## src/hw/rtl/pesp_isqrt.sv

```systemverilog
// Pipelined integer square root, one result bit per register stage.
module pesp_isqrt #(
  parameter int S = 16
) (
  input  logic             clk,
  input  logic             adv,
  input  logic [2*S-1:0]   x,
  output logic [S-1:0]     root
);

  logic [S+1:0]   rem_r  [S];
  logic [S-1:0]   root_r [S];
  logic [2*S-1:0] x_r    [S];
  logic [S+1:0]   rem_next  [S];
  logic [S-1:0]   root_next [S];
  logic [2*S-1:0] x_next    [S];

  always_comb begin
    logic [S+1:0]   rem_in;
    logic [S-1:0]   root_in;
    logic [2*S-1:0] x_in;
    logic [S+1:0]   sh;
    logic [S+1:0]   trial;
    for (int k = 0; k < S; k++) begin
      if (k == 0) begin
        rem_in  = '0;
        root_in = '0;
        x_in    = x;
      end else begin
        rem_in  = rem_r[k-1];
        root_in = root_r[k-1];
        x_in    = x_r[k-1];
      end
      sh    = {rem_in[S-1:0], x_in[2*S-1:2*S-2]};
      trial = {root_in, 2'b01};
      if (sh >= trial) begin
        rem_next[k]  = sh - trial;
        root_next[k] = {root_in[S-2:0], 1'b1};
      end else begin
        rem_next[k]  = sh;
        root_next[k] = {root_in[S-2:0], 1'b0};
      end
      x_next[k] = {x_in[2*S-3:0], 2'b00};
    end
  end

  always_ff @(posedge clk) begin
    if (adv) begin
      for (int k = 0; k < S; k++) begin
        rem_r[k]  <= rem_next[k];
        root_r[k] <= root_next[k];
        x_r[k]    <= x_next[k];
      end
    end
  end

  assign root = root_r[S-1];

endmodule

```

## config.mk

```make
export PLATFORM = sky130hd
export DESIGN_NAME = pesp_isqrt
export DESIGN_NICKNAME = d
export VERILOG_FILES = /design/src/hw/rtl/pesp_isqrt.sv
export SDC_FILE = /design/constraint.sdc
export NUM_CORES = 1
export LEC_CHECK = 0
export ABC_AREA = 1
export BUFFER_PORTS_ARGS = -buffer_cell sky130_fd_sc_hd__buf_2
export CORE_ASPECT_RATIO = 1.1
export CORE_MARGIN = 5
export CORE_UTILIZATION = 40
export CTS_CLUSTER_DIAMETER = 80
export DETAILED_ROUTE_END_ITERATION = 16
export PLACE_DENSITY = 0.62
export SYNTH_ARGS = -nofsm -noshare
export SYNTH_HDL_FRONTEND = slang
export SYNTH_SLANG_ARGS = --single-unit
```

## constraint.sdc

```tcl
create_clock -name clk -period 3.3 [get_ports clk]
set_input_delay 0.495 -clock clk [delete_from_list [all_inputs] [get_ports clk]]
set_output_delay 0.495 -clock clk [all_outputs]
set_load 0.02 [all_outputs]
```

==> reports/metrics.yaml <==
clock_network:
  cts_root_buf: "clkbuf_16"
  cts_hold_buffers: 0
  post-cts-setup-buffers: 0
  path_clk_slew_ps: 60
  cts_made_buffers: 68
  cts_sinks: 600
  cts-resized-gates: 0
  clk_path_buf_depth: 3
  clkLatencyLatePin_ps: 610
  cts.htree.levels: 3
  cts_tree: "built"
route:
  wl_per_cell_um: 13.9
  drtPass1Iterations: 5
  via_count: 20800
  viasPerCell: 4.70
  wl_um: 61700
  drt_iter0_drc: 1218
  antenna_left: 0
  drc: 0
synthesis:
  netlist_area_um2: 31000
  post_synth_mux_area_share_pct: 0
  yosysTopAreaCell: "edfxtp_1"
  synth_top_family_by_area: "simple AND/OR/NAND/NOR gates"
  ys_types: 47
  ys.flop_type: "edfxtp_1"
  ys_warn_count: 0
  ys_seq_elements: 600
  synthAdderAreaFrac_pct: 6.13
  synth_nets: 3408
  netlist_instances: 3222
  synth_edf_count: 600
  netlist_top_cells_area: "edfxtp_1 58%, nand2_1 12%, inv_1 6.8%"
  synth_top_area_share_pct: 58.1
  synth_area_per_cell_um2: 9.62
  ys_seq_area_share_pct: 58.1
  ys_async_sr_fraction_pct: 0
  synth-simple-area-share_pct: 21.8
  synth-compound-area-share_pct: 3.81
  synthXorXnorAreaFrac_pct: 2.37
timing:
  period_needed_ps: 2450
  period_share_pct: 74.3
  clock.fmax_mhz: 408
  finalClockSkew_ps: 27.7
  finalHoldViolations: 0
  setup_tns_ps: 0
  drv_slew: 0
  rsz0062_at_grt: "no"
  setup-violations-final: 0
  relSlewSlack_pct: 61.7
  tightest_slew_ps: 575
placed_design:
  placed_cell_area_um2: 32600
  dp_hpwl_um: 46500
  portBuffers: 49
  place_congestion: 0.896
  place_inst: 4302
global_routing:
  grtUsageTotal_pct: 14.9
  grt_pass1_wl_um: 100000
  grt_max_degree: 79
  antenna_found_initial: 0
  overflow: 0
  grt_pass1_vias: 20200
status:
  status: "finished, final reports clean"
worst_setup_path:
  path_class: "register to register"
  arrival_ps: 2790
  cp_cell_sequence: "inv_1 -> ha_1 -> nand2_1 -> inv_1 -> a21oi_1 -> nand2_1 -> nand2_1 -> buf_4 -> nand3_2 -> xor2_1"
  cpMostUsedCell: "nand2_1"
  cp_slowest_stage_delay_ps: 400
  cp-end-kind: "register"
  r2r_slack_ps: 850
  start_kind: "register"
  critPathBufInv: 3
  crit_required_ps: 3640
  crit_slowest_cell: "nand3_2"
  crit_family: "simple AND/OR/NAND/NOR gates"
  path_max_fanout: 21
pwr:
  vdd_drop_max_mv: 0.519
  cellPowerDensity_nw_per_um2: 601
  p_leak_nw: 15.7
finish:
  drive_above_1_share_pct: 7.79
  nFillCells: 7377
  postLayoutCellArea_um2: 34800
  most-common-layout-cells: "975 x nand2_1, 600 x edfxtp_1, 559 x inv_1, 222 x nand3_1, 207 x nor2_1"
  multi_input_area_um2: 10600
  fin_cells: 4426
  register_area_um2: 18000
  fin_nets: 3523
  syn_to_final_growth_pct: 12.3
  n_antenna_cell: 0
  mostFrequentLayoutCell: "nand2_1"
worst_hold_path:
  hold_path.class: "input port to register"
die:
  coreArea_um2: 77100
  dieHeight_um: 302
  dieArea_um2: 83200
  io_pins: 50
  start_util_pct: 40.2
  rows: 107
  fp.dieW_um: 275
flow_run:
  max_cap_violations: 0
metal layers:
metal | up-vias | GRT usage, % | wire, µm
met3 | 136 | 2.68 | 2470
met1 | 9446 | 18.3 | 26400
met2 | 400 | 26.1 | 30700
met4 | 0 | 5.77 | 2120
li1 | 10800 | - | -
met5 | - | 0 | 0
layout make-up:
class                   count  area share [%]
clock buffers              80            5.08
flip-flops and latches    600            51.7
inverters                 572            6.18
repair buffers             72            1.66
clock inverters            44            1.22
well taps                1035            3.72
multi-input cells        2023            30.4
path summary, 6_finish.rpt:
kind / startpoint / end / cells past startpoint
worst max-delay path: root_r[1][50] / rem_r[1][72] / 10
worst min-delay path: x[14] / x_r[0][14] / 1
worst min register to register: x_r[1][81] / x_r[1][113] / 0
worst max register to register: root_r[1][50] / rem_r[1][72] / 10
synthesized netlist by cell type, drive strengths merged, types with 2 or more instances:
| master | n |
|---|---|
| a21boi | 2 |
| a21o | 2 |
| a21oi | 112 |
| a31oi | 2 |
| and2 | 7 |
| and3 | 4 |
| buf | 27 |
| edfxtp | 600 |
| ha | 152 |
| inv | 571 |
| nand2 | 997 |
| nand3 | 234 |
| nand3b | 25 |
| nand4 | 45 |
| nor2 | 223 |
| nor3 | 36 |
| nor4 | 2 |
| o21a | 2 |
| o21ai | 73 |
| o21bai | 9 |
| or2 | 7 |
| xnor2 | 26 |
| xor2 | 58 |
metrics by stage:
step	utilization, %	power [mW]	worst slack (ps)	hold slack, ps
floorplan	-	12.6	1460	400
global placement	42.3	13.7	850	400
detailed placement	42.3	13.7	891	405
CTS	45.2	21.2	866	6.50
global route	45.2	22.2	656	10.5
finish	45.2	20.9	848	59.1
report_power, final:
group / switching [mW] / leakage, nW / total (mW) / internal (mW)
logic: 2.42 / 8.89 / 3.76 / 1.34
clock network: 3.05 / 1.07 / 7.33 / 4.28
registers: 0.443 / 5.76 / 9.83 / 9.39
registers in the layout, indices dropped and copies added (netlist names):
signal,flops
rem_r,224
root_r,136
x_r,240
kinds of logic after synthesis:
logic type	after synthesis
AO/OA/AOI/OAI	204
buffers and inverters	599
XOR/XNOR	84
flip-flops	600
AND/OR/NAND/NOR	1582
other	1
adder cells (fa/ha/maj)	152
worst register-to-register path, stage by stage, from the launching register on:
cell	delay [ps]
edfxtp_1	360
inv_1	50
ha_1	350
nand2_1	120
inv_1	60
a21oi_1	130
nand2_1	140
nand2_1	90
buf_4	180
nand3_2	400
xor2_1	290
(Power assumes the default switching activity.)
