`src/hw/rtl/pesp_div.sv`:
```
// Pipelined restoring divider for the unit vector, one quotient bit per stage.
module pesp_div #(
  parameter int S = 16
) (
  input  logic         clk,
  input  logic         adv,
  input  logic [S-1:0] num,
  input  logic [S-1:0] den,
  output logic [S-1:0] quo
);

  // The numerator is num shifted up by S-1; num never exceeds den.
  logic [S:0]   rem_r [S];
  logic [S-1:0] den_r [S];
  logic [S-1:0] quo_r [S];
  logic [S:0]   rem_next [S];
  logic [S-1:0] quo_next [S];

  always_comb begin
    logic [S:0]   r;
    logic [S-1:0] d;
    logic [S-1:0] q_in;
    for (int j = 0; j < S; j++) begin
      if (j == 0) begin
        r    = {1'b0, num};
        d    = den;
        q_in = '0;
      end else begin
        r    = {rem_r[j-1][S-1:0], 1'b0};
        d    = den_r[j-1];
        q_in = quo_r[j-1];
      end
      if (r >= {1'b0, d}) begin
        rem_next[j] = r - {1'b0, d};
        quo_next[j] = {q_in[S-2:0], 1'b1};
      end else begin
        rem_next[j] = r;
        quo_next[j] = {q_in[S-2:0], 1'b0};
      end
    end
  end

  always_ff @(posedge clk) begin
    if (adv) begin
      for (int j = 0; j < S; j++) begin
        rem_r[j] <= rem_next[j];
        quo_r[j] <= quo_next[j];
        den_r[j] <= (j == 0) ? den : den_r[j-1];
      end
    end
  end

  assign quo = quo_r[S-1];

endmodule

```
`config.mk`:
```
export PLATFORM = sky130hd
export DESIGN_NAME = pesp_div
export DESIGN_NICKNAME = d
export VERILOG_FILES = /design/src/hw/rtl/pesp_div.sv
export SDC_FILE = /design/constraint.sdc
export NUM_CORES = 1
export LEC_CHECK = 0
export ABC_AREA = 1
export BUFFER_PORTS_ARGS = -buffer_cell sky130_fd_sc_hd__buf_2
export CELL_PAD_IN_SITES_DETAIL_PLACEMENT = 0
export CELL_PAD_IN_SITES_GLOBAL_PLACEMENT = 2
export CORE_UTILIZATION = 30
export DETAILED_ROUTE_END_ITERATION = 10
export PLACE_DENSITY_LB_ADDON = 0.05
export SYNTH_ARGS = -nofsm -noshare
export SYNTH_HDL_FRONTEND = slang
export SYNTH_SLANG_ARGS = --single-unit
export TNS_END_PERCENT = 5
```
`constraint.sdc`:
```
create_clock -name clk -period 2.2 [get_ports clk]
set_clock_uncertainty 0.2 [all_clocks]
set_input_delay 0.44 -clock clk [delete_from_list [all_inputs] [get_ports clk]]
set_output_delay 0.44 -clock clk [all_outputs]
set_load 0.05 [all_outputs]
```
==> results of run 1 <==
## power breakdown
group	internal [uW]	switching, uW
clock	8110	5480
sequential	17000	2540
combinational	19000	20400
## metrics by stage
stage / total power [uW] / utilization (%) / std cells
6_report: 72500 / 43.8 / 7523
5_1_grt: 78500 / 43.8 / 7523
4_1_cts: 71700 / 42.6 / 7501
3_5_place_dp: 54100 / 38.1 / 7280
3_3_place_gp: 54200 / 38.1 / 7280
2_1_floorplan: 37400 / - / 4576
## worst max-delay path, cell delays in order, from the launching register on
cell and delay [ns]:
sky130_fd_sc_hd__edfxtp_1 0.41, sky130_fd_sc_hd__inv_2 0.11, sky130_fd_sc_hd__ha_4 0.23, sky130_fd_sc_hd__nand2_2 0.06
sky130_fd_sc_hd__nand2_2 0.06, sky130_fd_sc_hd__inv_1 0.07, sky130_fd_sc_hd__nand2_2 0.06, sky130_fd_sc_hd__nand2_2 0.05
sky130_fd_sc_hd__nand2_2 0.07, sky130_fd_sc_hd__nor2_4 0.33, sky130_fd_sc_hd__buf_6 0.16, sky130_fd_sc_hd__nand2_4 0.09
sky130_fd_sc_hd__nand2_1 0.08, sky130_fd_sc_hd__nand2_1 0.08
## layout by cell type (no fill, tap or decap), types with 83 or more instances in the layout
| cell | netlist | final |
|---|---|---|
| sky130_fd_sc_hd__a21oi_1 | 146 | 120 |
| sky130_fd_sc_hd__buf_4 | 17 | 1042 |
| sky130_fd_sc_hd__clkbuf_16 | 0 | 83 |
| sky130_fd_sc_hd__edfxtp_1 | 616 | 616 |
| sky130_fd_sc_hd__ha_4 | 0 | 180 |
| sky130_fd_sc_hd__inv_1 | 860 | 779 |
| sky130_fd_sc_hd__inv_2 | 13 | 89 |
| sky130_fd_sc_hd__nand2_1 | 1622 | 1476 |
| sky130_fd_sc_hd__nand2_2 | 26 | 152 |
| sky130_fd_sc_hd__nand3_1 | 357 | 311 |
| sky130_fd_sc_hd__nor2_1 | 165 | 128 |
## what timing repair did
item	CTS	global route
endpoints found under the setup margin	230	248
endpoints found under the hold margin	39	0
hold buffers	32	0
buffers inserted	38	23
resized for setup	368	314
pin swaps	66	74
cloned	2	0
## path summary, 6_finish.rpt
| kind | from | endpoint | slack, ns | cells past startpoint |
|---|---|---|---|---|
| hold / removal | num[1] | rem_r[0][1] | 0.13 | 4 |
| setup reg to reg | den_r[0][28] | rem_r[0][41] | -0.14 | 13 |
| hold reg to reg | quo_r[1][109] | quo_r[1][126] | 0.19 | 0 |
| setup / recovery | den_r[0][28] | rem_r[0][41] | -0.14 | 13 |
## registers in the layout, summed over array words and instances (netlist names)
signal,flops
den_r,240
quo_r,136
rem_r,240
## logic make-up (layout without fill, tap and decap cells)
logic type                 count (synthesis)  in the layout  synth area share [%]
xor gates and xnor gates                  99             99                  2.25
adders and majority gates                270            270                  9.05
and+or+nand+nor                         2500           2501                  29.0
buffers and inverters                    926           2210                  9.59
DFF                                      616            616                  48.0
AOI/OAI and AO/OA                        165            165                  2.16
## final cells by class
cell class,count,area (um2)
timing repair buffer,1188,9420
tap,1662,2080
clock inverter,59,627
sequential,616,18500
inverter,873,3300
fill,12800,71700
multi-input combinational,3035,19800
clock buffer,90,2100
## routing by layer
layer  track usage [%]  routed length (um)  vias up
li1                  -                   -    17200
met1              26.3               60400    14900
met2              30.4               55200      298
met3              2.02                3060      111
met4              4.61                2130        0
met5                 0                   0        -
==> impl_summary.txt, run 1 <==
----------------------------------------------------
[Drt]
  Routed via count ... between 30000 and 40000
  DRT Pass-1 Iters ... 5
  Detailed Route Iter0 Violations ... 1481
  Final antenna-violating net count ... 0
  Average wire per standard cell ... roughly 16 um
  Vias per Instance ... ~4.3
  Remaining design rule violation count ... 0
  Total wire length ... between 100000 and 150000 um

[Synth]
  Yosys top cell area share ... a little under half
  Synth Cell Area ... about 39000 um2
  Most frequent cell after synthesis ... sky130_fd_sc_hd__nand2_1
  Yosys warns ... 0
  Unique masters post-synth ... 40
  Average instance area after synthesis ... 8.43 um2
  Area contributors post-synth ... sky130_fd_sc_hd__edfxtp_1 (48%), sky130_fd_sc_hd__nand2_1 (16%), sky130_fd_sc_hd__inv_1 (8.4%)
  EDFF count, synth ... 616
  Number of synthesized register bits ... 616
  Gate count after technology mapping ... 4576
  Top cells by count, synth ... sky130_fd_sc_hd__nand2_1 (1622), sky130_fd_sc_hd__inv_1 (860), sky130_fd_sc_hd__edfxtp_1 (616), sky130_fd_sc_hd__nand3_1 (357), sky130_fd_sc_hd__ha_1 (255)
  Share of flip-flops with an asynchronous set or reset ... 0%
  Post-synthesis sequential area ratio ... a little under half
  Most common flop cell mapped by yosys ... sky130_fd_sc_hd__edfxtp_1
  Net count after synthesis ... 4880
  Post-synthesis cell type with the largest combined area ... sky130_fd_sc_hd__edfxtp_1

[Setup path]
  Data required, critical path ... 2.41 ns
  Kind of end point of the critical path ... register
  Kind of start point of the critical path ... register
  Critical path start-end classification ... register to register
  Worst EP arrival ... 2.55 ns
  Maximum net fanout on the critical path ... 6

[Timing]
  Worst relative slew slack ... between 70% and 80%
  Achievable frequency ... 427 MHz
  Unrepaired setup endpoints after global routing ... yes
  Measured slew at the worst slew-check pin ... 0.365 ns
  Final setup fails ... between 70 and 80
  Smallest hold slack ... 0.129 ns
  Total count of max-transition violations in the final report ... 0
  Crit path time final ... between 2 and 2.5 ns
  Post-route clock period utilization ... 106%
  Final number of hold-violating endpoints ... 0
  Worst Setup Slack, final ... -0.140 ns
  Post-route setup TNS ... -3.57 ns

[Die]
  Core ar. ... around 130000 um2
  Ports placed on the boundary ... 50
  Die Span X ... 361 um
  Vertical die dimension ... 361 um
  DIE AREA ... 130000 um2
  Number of rows in the core area ... 131
  Starting Density ... 30.2%

[Placement]
  Post-Place Worst Slack ... -0.434 ns
  DPL Wire Length ... 96000 um
  Routability-driven placement congestion ratio ... 0.801
  Post-placement cell area ... 48600 um2
  Buffers on Ports ... 49

[CTS]
  Cts bufs inserted ... 81
  Root buffer selected by CTS ... sky130_fd_sc_hd__clkbuf_16
  TritonCTS clock tree ... built
  Clock transition at the registers of the reported paths ... 0.06 ns
  CTS H-Tree Depth ... 3
  Skew-Pair Late Insertion Delay ... between 0.6 and 0.7 ns
  Number of clock sinks ... 616
  Maximum buffer depth of the clock tree ... 3

[Global route]
  Number of antenna violations at the first check in global routing ... 0
  First-pass GRT wire length ... ~190000 um
  Largest net degree at the start of global routing ... 66
  Number of global-route vias before repair ... 32800
  Residual overflow from global routing ... 0
  Total global routing track utilization ... 18.6%

[Hold path]
  Kind of path behind the tightest hold check ... input port to register

[Final layout]
  # diodes ... 0
  Layout cells sized above 1 ... 34.0%
  Final nets ... 6099
  Area added between synthesis and finish ... 44.8%
  Fin area ... 55900 um2

[Status]
  Run status ... complete, but fails checks
  Failing checks ... negative setup slack

[Run]
  Count of max-cap constraint violations ... 0

[Pwr]
  Leak Pwr ... 0.0269 uW
  VDD IR max ... 0.500 mV
  PwrDens ... 1300 nW/um2

----------------------------------------------------
Note: power is estimated with default switching activity, not from simulation.
==> run 2, diff against run 1 <==
BUFFER_PORTS_ARGS = -buffer_cell sky130_fd_sc_hd__clkbuf_2   (was -buffer_cell sky130_fd_sc_hd__buf_2)
==> run 2 against run 1 <==
The run still ends with negative setup slack left. Non-clock buffer count shrank 40. Count of clock-buffer cells in the layout grew 1. Highest routed layer unchanged. Critical path type unchanged. Design area shrank 1.7%.
==> impl_summary.txt, run 2 (same netlist as run 1, synthesis figures left out) <==
----------------------------------------------------
[Timing]
  Total count of max-transition violations in the final report ... 0 (unchanged)
  Crit path time final ... 2.39 ns (+0.0471 ns)
  Smallest hold slack ... 0.0801 ns (-0.0492 ns)
  Measured slew at the worst slew-check pin ... 0.438 ns (+0.0727 ns)
  Worst Setup Slack, final ... -0.187 ns (-0.0471 ns)
  Post-route clock period utilization ... 109% (+2.1 points)
  Unrepaired setup endpoints after global routing ... yes
  Final number of hold-violating endpoints ... 0 (unchanged)
  Final setup fails ... 116 (+57%)
  Achievable frequency ... 419 MHz (-2.0%)
  Worst relative slew slack ... 70.8% (-4.8 points)

[Placement]
  Inst Count DP ... 7241 (-0.54%)
  Buffers on Ports ... 49 (unchanged)
  DPL Wire Length ... 96200 um (+0.21%)
  Post-Place Worst Slack ... -0.301 ns (+0.132 ns)
  Routability-driven placement congestion ratio ... 0.810 (+1.1%)

[Final layout]
  Area added between synthesis and finish ... 42.4%
  Layout cells sized above 1 ... 32.1% (-1.9 points)
  Core Util, Final ... 43.1% (-0.73 points)
  Area occupied by registers ... 18500 um2 (unchanged)
  Largest registers ... den_r: 240 flops, rem_r: 240 flops, quo_r: 136 flops
  Final nets ... 6060 (-0.64%)
  Layout fillers ... 13000 (+1.6%)
  Area used by multi-input combinational logic ... 19400 um2 (-2.3%)
  Non-filler instance count after layout ... 7478 (-0.60%)
  Commonest non-fill, non-tap cell in the layout ... sky130_fd_sc_hd__nand2_1
  Top library cells by usage in the layout, fill and taps aside ... sky130_fd_sc_hd__nand2_1 (1505), sky130_fd_sc_hd__buf_4 (1008), sky130_fd_sc_hd__inv_1 (782), sky130_fd_sc_hd__edfxtp_1 (616), sky130_fd_sc_hd__nand3_1 (314)
  # diodes ... 0 (unchanged)

[Drt]
  DRT Pass-1 Iters ... 7 (+2)
  Vias per Instance ... 4.30 (-0.25%)
  Average wire per standard cell ... 16.1 um (+0.42%)
  Total wire length ... 121000 um (-0.19%)
  Remaining design rule violation count ... 0 (unchanged)
  Detailed Route Iter0 Violations ... 1526 (+3.0%)
  Routed via count ... 32200 (-0.85%)
  Final antenna-violating net count ... 0 (unchanged)

[Global route]
  Met3 track utilization from global routing ... 1.95% (-0.074 points)
  Global routing usage on met1 ... 26.2% (-0.049 points)
  Total global routing track utilization ... 18.7% (+0.028 points)
  Largest net degree at the start of global routing ... 68 (+3.0%)
  Number of global-route vias before repair ... 32700 (-0.067%)
  First-pass GRT wire length ... 188000 um (about the same)
  Number of antenna violations at the first check in global routing ... 4 (+4)
  Met2 track demand over resource ... 30.8% (+0.43 points)
  Most Used Layer, Global Route ... met2
  Residual overflow from global routing ... 0 (unchanged)

[CTS]
  Root buffer selected by CTS ... sky130_fd_sc_hd__clkbuf_16
  Skew-Pair Late Insertion Delay ... 0.66 ns (about the same)
  TritonCTS clock tree ... built
  CTS H-Tree Depth ... 3 (unchanged)
  Cts bufs inserted ... 78 (-3.7%)
  Clock transition at the registers of the reported paths ... 0.06 ns (about the same)
  Maximum buffer depth of the clock tree ... 3 (unchanged)
  Number of clock sinks ... 616 (unchanged)

[Setup path]
  Worst R2R End ... rem_r[0][81]
  Critical path start-end classification ... register to register
  Data required, critical path ... 2.41 ns (about the same)
  Kind of end point of the critical path ... register
  Worst EP arrival ... 2.60 ns (+0.05 ns)
  Depth of the worst register-to-register path ... 12 (-1)
  Maximum net fanout on the critical path ... 7 (+1)
  Worst reg2reg path startpoint ... rem_r[0][61]
  Register-to-Register Setup Slack ... -0.19 ns (-0.05 ns)
  Kind of start point of the critical path ... register

[Pwr]
  PwrDens ... 1300 nW/um2 (about the same)
  Design internal power ... 43300 uW (-1.7%)
  Clock share of power ... 18.2% (-0.6 points)
  Switching Share ... 39.2% (about the same)
  VDD IR max ... 0.538 mV (+7.6%)
  Leak Pwr ... 0.0266 uW (-1.2%)
  Overall Power ... 71200 uW (-1.7%)
  Sequential power share ... 27.3% (+0.4 points)
  Combinational cell fraction of total power ... 54.5% (+0.2 points)
  Switching pwr ... 27900 uW (-1.8%)

[Die]
  DIE AREA ... 130000 um2 (unchanged)
  Vertical die dimension ... 361 um (unchanged)
  Number of rows in the core area ... 131 (unchanged)
  Die Span X ... 361 um (unchanged)
  Ports placed on the boundary ... 50 (unchanged)
  Starting Density ... 30.2% (unchanged)
  Core ar. ... 128000 um2 (unchanged)

[Hold path]
  Worst hold path startpoint ... num[1]
  Worst Hold Path Cells ... 4 (unchanged)
  Kind of path behind the tightest hold check ... input port to register
  Hold Crit Endpoint ... rem_r[0][1]

[Status]
  Run status ... complete, but fails checks
  Failing checks ... negative setup slack

[Run]
  Count of max-cap constraint violations ... 0 (unchanged)

----------------------------------------------------
[run 2: cell count changes in the layout (fill, tap and decap cells not counted), sizes merged]
cell	previous run	this run
clkbuf	90	139
clkinv	33	23
inv	877	880
clkinvlp	12	9
buf	1156	1068
nand2	1672	1676
[run 2: how the worst max path moves through the flow]
| stage | to | start | depth (start not counted) |
|---|---|---|---|
| 6_report | rem_r[0][81] | rem_r[0][61] | 12 |
| 5_1_grt | rem_r[0][52] | rem_r[0][47] | 10 |
| 4_1_cts | rem_r[0][38] | rem_r[0][26] | 10 |
| 3_5_place_dp | rem_r[1][85] | rem_r[1][69] | 8 |
| 3_3_place_gp | rem_r[0][38] | rem_r[0][26] | 10 |
| 2_1_floorplan | rem_r[0][4] | den[11] | 12 |
[run 2: power by group through the flow]
stage | combinational [uW] | sequential (uW) | clock, uW
floorplan | 19300 | 18200 | 0
global placement | 34900 | 19200 | 0
detailed placement | 34700 | 19100 | 0
CTS | 37600 | 19400 | 13400
global route | 43600 | 19800 | 13800
finish | 38800 | 19500 | 13000
[run 2: layer usage]
layer	vias up	part of all wire (%)
met5	-	0
met4	0	1.5
met3	99	2.8
met2	331	46
met1	14700	50
li1	17100	-
[run 2: worst max-delay path, stage by stage, from the launching register on]
cell and delay (ns):
sky130_fd_sc_hd__edfxtp_1 0.53, sky130_fd_sc_hd__ha_4 0.33, sky130_fd_sc_hd__buf_6 0.10, sky130_fd_sc_hd__nand2_4 0.05, sky130_fd_sc_hd__nor2_4 0.09, sky130_fd_sc_hd__nand2_2 0.08, sky130_fd_sc_hd__nor3_4 0.21, sky130_fd_sc_hd__nor2_4 0.06
sky130_fd_sc_hd__buf_12 0.13, sky130_fd_sc_hd__buf_12 0.12, sky130_fd_sc_hd__buf_16 0.14, sky130_fd_sc_hd__nand3_2 0.05, sky130_fd_sc_hd__nand2_1 0.05
[run 2: final cells by class]
class,count,area share (%)
clock buffer,91,3.68
clock inverter,49,0.987
inverter,873,6.01
multi-input combinational,3039,35.3
sequential,616,33.7
tap,1662,3.79
timing repair buffer,1148,16.6
[run 2: per-stage QoR]
stage	setup TNS [ns]	area, um2
after floorplan	0	38600
after global placement	-39.60	48300
after detailed placement	-33.07	48300
after CTS	-8.72	53500
after global routing	-26.93	54900
final	-5.84	54900
[run 2: timing repair]
action / CTS / global route
buffers inserted: 37 / 24
endpoints found under the setup margin: 230 / 251
hold buffers: 32 / 0
gates resized for setup: 310 / 276
pin swaps: 67 / 71
cloned: 7 / 0
endpoints found under the hold margin: 35 / 0
